==> config.mk <==
export PLATFORM = sky130hd
export DESIGN_NAME = ocpc_mul
export DESIGN_NICKNAME = d
export VERILOG_FILES = /design/src/rtl/core/ocpc_pkg.sv /design/src/rtl/core/ocpc_mul.sv
export SDC_FILE = /design/constraint.sdc
export NUM_CORES = 2
export LEC_CHECK = 0
export BUFFER_PORTS_ARGS = -buffer_cell sky130_fd_sc_hd__clkbuf_2
export CORE_UTILIZATION = 50
export CTS_CLUSTER_DIAMETER = 30
export DETAILED_ROUTE_END_ITERATION = 10
export GPL_TIMING_DRIVEN = 1
export PLACE_DENSITY_LB_ADDON = 0.25
export SETUP_SLACK_MARGIN = 0.15
export SYNTH_ARGS = -nofsm -noshare
export SYNTH_HDL_FRONTEND = slang
export SYNTH_SLANG_ARGS = --single-unit
==> constraint.sdc <==
create_clock -name i_clk -period 24.5 [get_ports i_clk]
set_clock_uncertainty 0.15 [all_clocks]
set_input_delay 2.45 -clock i_clk [delete_from_list [all_inputs] [get_ports i_clk]]
set_output_delay 2.45 -clock i_clk [all_outputs]
set_load 0.02 [all_outputs]
==> src/rtl/core/ocpc_pkg.sv <==
// Package for the omni chassis position controller core: register indexes,
// mode codes, multiplier types and the quarter-wave sine table. No dependencies.
`timescale 1ns / 1ps
package ocpc_pkg;

    localparam int SINE_TABLE_DEPTH = 1024;
    localparam int SIDX_W = $clog2(SINE_TABLE_DEPTH);
    localparam int QDEPTH = SINE_TABLE_DEPTH / 4;
    localparam int QIDX_W = SIDX_W - 2;
    localparam int QMAG_W = 17;

    localparam logic [2:0] CFG_POS_GAIN   = 3'd0;
    localparam logic [2:0] CFG_POS_LIM    = 3'd1;
    localparam logic [2:0] CFG_HDG_GAIN   = 3'd2;
    localparam logic [2:0] CFG_HDG_LIM    = 3'd3;
    localparam logic [2:0] CFG_LIN_LIM    = 3'd4;
    localparam logic [2:0] CFG_TURN_LIM   = 3'd5;
    localparam logic [2:0] CFG_RADIUS     = 3'd6;

    localparam logic [2:0] MODE_STOP  = 3'd0;
    localparam logic [2:0] MODE_CAL   = 3'd1;
    localparam logic [2:0] MODE_MAN   = 3'd2;
    localparam logic [2:0] MODE_POS   = 3'd3;

    localparam logic [31:0] TURN_PER_RAD = 32'd683565276;
    localparam logic [31:0] K0866 = 32'd56753;
    localparam logic [31:0] K05   = 32'd32768;

    // operand select codes for the shared multiplier
    typedef enum logic [3:0] {
        OP_EX, OP_EY, OP_PH, OP_C_OX, OP_S_OY, OP_C_OY, OP_S_OX, OP_EH,
        OP_RT, OP_VX, OP_VY
    } t_op;

    typedef struct packed {
        logic        start;
        logic [63:0] a;
        logic [63:0] b;
    } t_mul_req;

    // Q30 quarter sine by Horner series, used to build the table at elaboration
    function automatic longint unsigned quarter_sine(longint unsigned r);
        longint unsigned t, t2, u;
        t  = (r * 64'd1686629713) >> 30;
        t2 = (t * t) >> 30;
        u  = 64'd1073741824;
        u  = 64'd1073741824 - ((t2 * u) >> 30) / 110;
        u  = 64'd1073741824 - ((t2 * u) >> 30) / 72;
        u  = 64'd1073741824 - ((t2 * u) >> 30) / 42;
        u  = 64'd1073741824 - ((t2 * u) >> 30) / 20;
        u  = 64'd1073741824 - ((t2 * u) >> 30) / 6;
        return (t * u) >> 30;
    endfunction

    function automatic logic signed [31:0] sine_entry(logic [SIDX_W-1:0] idx);
        longint unsigned p, q, r, s;
        longint v;
        p = (longint'(idx) << 32) / SINE_TABLE_DEPTH;
        q = (p >> 30) & 3;
        r = p & 64'h3FFF_FFFF;
        if (q[0]) r = 64'd1073741824 - r;
        s = quarter_sine(r);
        v = longint'((s + 8192) >> 14);
        if (q[1]) v = -v;
        return 32'(v);
    endfunction

    // magnitudes of the first quarter turn, entry j at j * QMAG_W
    function automatic logic [QDEPTH*QMAG_W-1:0] build_qtab();
        logic [QDEPTH*QMAG_W-1:0] tab;
        tab = '0;
        for (int j = 0; j < QDEPTH; j++)
            tab[j*QMAG_W +: QMAG_W] = QMAG_W'(sine_entry(SIDX_W'(j)));
        return tab;
    endfunction

    localparam logic [QDEPTH*QMAG_W-1:0] SINE_QTAB = build_qtab();
    // value at exactly one quarter turn
    localparam logic [QMAG_W-1:0] SINE_PEAK = QMAG_W'(sine_entry(SIDX_W'(QDEPTH)));

endpackage

==> src/rtl/core/ocpc_mul.sv <==
// Shared multi-cycle signed multiplier: 64x64 product from 32x32 partials.
// Depends on ocpc_pkg.
`timescale 1ns / 1ps
module ocpc_mul (
    input  logic                    i_clk,
    input  logic                    i_rst_n,
    input  ocpc_pkg::t_mul_req      i_req,
    output logic                    o_done,
    output logic signed [63:0]      o_prod
);
    import ocpc_pkg::*;

    logic [1:0]  r_step, n_step;
    logic        r_busy, n_busy;
    logic [63:0] r_a, r_b;
    logic [63:0] r_acc, n_acc;
    logic        r_neg;
    logic [31:0] w_x, w_y;
    logic [63:0] w_pp;

    // unsigned magnitudes, three 32x32 partials accumulated, sign applied at the end
    always_comb begin
        w_x = r_step[1] ? r_a[63:32] : r_a[31:0];
        w_y = r_step[0] ? r_b[63:32] : r_b[31:0];
        w_pp = 64'(w_x) * 64'(w_y);
        n_busy = r_busy;
        n_step = r_step;
        n_acc  = r_acc;
        if (r_busy) begin
            case (r_step)
                2'd0: n_acc = r_acc + w_pp;
                2'd1: n_acc = r_acc + (w_pp << 32);
                2'd2: n_acc = r_acc + (w_pp << 32);
                default: n_acc = r_acc;
            endcase
            n_step = r_step + 2'd1;
            if (r_step == 2'd3) n_busy = 1'b0;
        end
    end

    always_ff @(posedge i_clk) begin
        if (!i_rst_n) begin
            r_busy <= 1'b0;
            r_step <= 2'd0;
            o_done <= 1'b0;
        end else begin
            o_done <= r_busy && (r_step == 2'd3);
            if (i_req.start) begin
                r_busy <= 1'b1;
                r_step <= 2'd0;
            end else begin
                r_busy <= n_busy;
                r_step <= n_step;
            end
        end
        if (i_req.start) begin
            r_a   <= i_req.a[63] ? -i_req.a : i_req.a;
            r_b   <= i_req.b[63] ? -i_req.b : i_req.b;
            r_neg <= i_req.a[63] ^ i_req.b[63];
            r_acc <= 64'd0;
        end else begin
            r_acc <= n_acc;
        end
    end

    assign o_prod = r_neg ? -$signed(r_acc) : $signed(r_acc);
endmodule

==> out/results.tsv <==
metric	value	unit
CP endpoint kind	flip-flop	
PortBufs	195	
total iterations of the first detailed-routing run	7	
most common cell after layout, fill and taps aside	fa_1	
critical setup path kind	flip-flop to flip-flop	
Post-synth ARST share	0	%
Worst slew margin	20.5	%
clock sinks	197	
grt ovf	0	
crit start category	flip-flop	
finished layout cell area	51800	sq um
required time of the critical path	24770	ps
syn_nets	6926	
layout cells sized above 1	8.32	%
post-synth cell types	77	
initial antenna violation count	6	
Cell Rows	114	
I/O Pins	196	
Syn Area/Cell	8.82	sq um
Remaining DRCs	0	
Slew Viols, Final	0	
Min Clock Period, post-route	12630	ps
Post-synth EDFFs	129	
vias in the first global route	41136	
DRT iter0 DRCs	3990	
most used cell, CP	fa_1	
post-cts sizing count	0	
H-Tree Depth	4	
Max clock buf depth	2	
Critical Path AT	12900	ps
DRT antenna net count	0	
Synth Cell Area	48700	sq um
area delta synth->final	6.37	%
FF-to-FF setup slack	11870	ps
CP max FO	52	
final hold violations	0	
cts bufs inserted	17	
CTS Hold Buffers Added	0	
Warnings, synthesis	0	
vias per cell	5.92	
GRT Total Usage	34.2	%
setup TNS	0	ps
Clock Latency Late Sink	530	ps
die footprint	98700	sq um
Core ar.	96600	sq um
Post-DP HPWL	131	mm
initial core utilization	50.5	%
Vias	40681	
Worst Hold Class	flip-flop to flip-flop	
Top FF cell, synth	edfxtp_1	
CP max stage delay	780	ps
slowest CP cell	a2111oi_0	
post-DR wirelength/cell	24.1	um
chip width	314	um
status	finished, final reports clean	
Peak Freq	79.2	MHz
leading cell types in the layout, fill and taps excluded	898 x fa_1, 885 x inv_1, 711 x nor2_1	
Die Y	314	um
Max-Cap Viols	0	
Setup Viol. Count Final	0	
Worst Tran Pin Value	1180	ps
fin crit share	51.5	%
gpl congestion	1.00	
pin count of the biggest net entering global routing	122	
first-pass GRT wire length	251	mm
Root Buffer	clkbuf_16	
Mapped Cells	5524	
register bit count reported by yosys	197	
RSZ-0062 raised after global routing	no	
Seq/Total Area, Yosys	10.7	%
Nets	6979	
Reg clk slew, reported paths	80	ps
Placement Cell Area	51200	sq um
number of buffers added for setup after CTS	0	
routed wire length	166	mm
TritonCTS clock tree	built	
## final timing paths
kind,to,startpoint,cells after the start
min reg2reg,r_acc[37]$_SDFFE_PP0P_,r_acc[37]$_SDFFE_PP0P_,2
max reg2reg,r_acc[60]$_SDFFE_PP0P_,r_step[0]$_SDFFE_PP0P_,32
max,r_acc[60]$_SDFFE_PP0P_,r_step[0]$_SDFFE_PP0P_,32
min,r_acc[37]$_SDFFE_PP0P_,r_acc[37]$_SDFFE_PP0P_,2
## state kept, by name, indices dropped and copies added, names as in the netlist
register / flops
r_step: 2
r_acc: 64
o_done: 1
r_a: 64
r_b: 64
r_busy: 1
r_neg: 1
## layout make-up
type | count | area, sq um
diodes | 1 | 2.50
inverters | 885 | 3320
repair buffers | 281 | 1640
well taps | 1276 | 1600
fillers | 8981 | 44700
multi-input cells | 4195 | 39400
clock buffers | 22 | 487
clock inverters | 10 | 110
flip-flops and latches | 197 | 5240
## metal layers
metal  routed length [um]  vias up  GRT usage (%)  share of wire (%)
met1                65400    20536           45.4                 39
met4                 8280        6           15.4                5.0
met5                   38        -              0              0.023
met2                75100     1954           53.1                 45
met3                16900      415           7.92                 10
li1                     -    17770              -                  -
## Yosys cell counts, types with 18 or more instances
library cell  instances  area share, %
nor2_1              711            5.5
o21ai_0             160            1.6
a211oi_1             26           0.40
nand2_1             626            4.8
nand2b_1             30           0.39
xor2_1               63            1.1
mux2i_1              67            1.4
nor3_1               45           0.46
a21o_1              112            1.7
nor4_1               21           0.27
or2_2                25           0.32
fa_1                898             37
or3_1                51           0.65
o41ai_1              23           0.41
nor2b_1              18           0.23
clkbuf_1            231            1.8
and2_1               20           0.26
o31ai_1              66            1.0
a21oi_1             187            1.9
o21bai_1             31           0.48
ha_1                373            9.6
xnor2_1             263            4.7
nand4_1              41           0.53
dfxtp_1              68            2.8
nand3_1              34           0.35
a22oi_1              32           0.49
or4_1                32           0.49
mux2_2               62            1.4
inv_1               885            6.8
edfxtp_1            129            8.0
## worst max-delay path: cells and delay by family (launching register included)
family,cells,cell delay [ps]
flip-flops,1,510
AND/OR/NAND/NOR,5,1020
XOR/XNOR,2,230
buffers and inverters,4,1200
AO/OA/AOI/OAI,10,3720
multiplexers,1,640
adder cells (fa/ha/maj),10,4990
## stage by stage
stage                     utilization, %  instances  worst slack (ps)  hold WS (ps)
final                               53.7       6867             11870           451
after global routing                53.7       6866             11290           476
after CTS                           53.7       6866             12050           452
after detailed placement            53.0       6834             12130           441
after global placement              53.0       6834             12320           434
after floorplan                        -       5524             13820           352
## cells by family (layout without fill, tap and decap cells)
logic type               count (synthesis)  count (layout)  synth area share, %
buffers and inverters                 1132            1198                 8.74
AO/OA/AOI/OAI                          758             758                 10.1
multiplexers                           129             129                 2.81
AND/OR/NAND/NOR                       1711            1711                 15.2
flip-flops                             197             197                 10.7
XOR/XNOR                               326             326                 5.86
adder cells (fa/ha/maj)               1271            1271                 46.5
other                                    0               1                    0
Power is left out: the tool's default activity adds up to more than one toggle a clock period on the data nets, which glitch-free logic cannot reach.
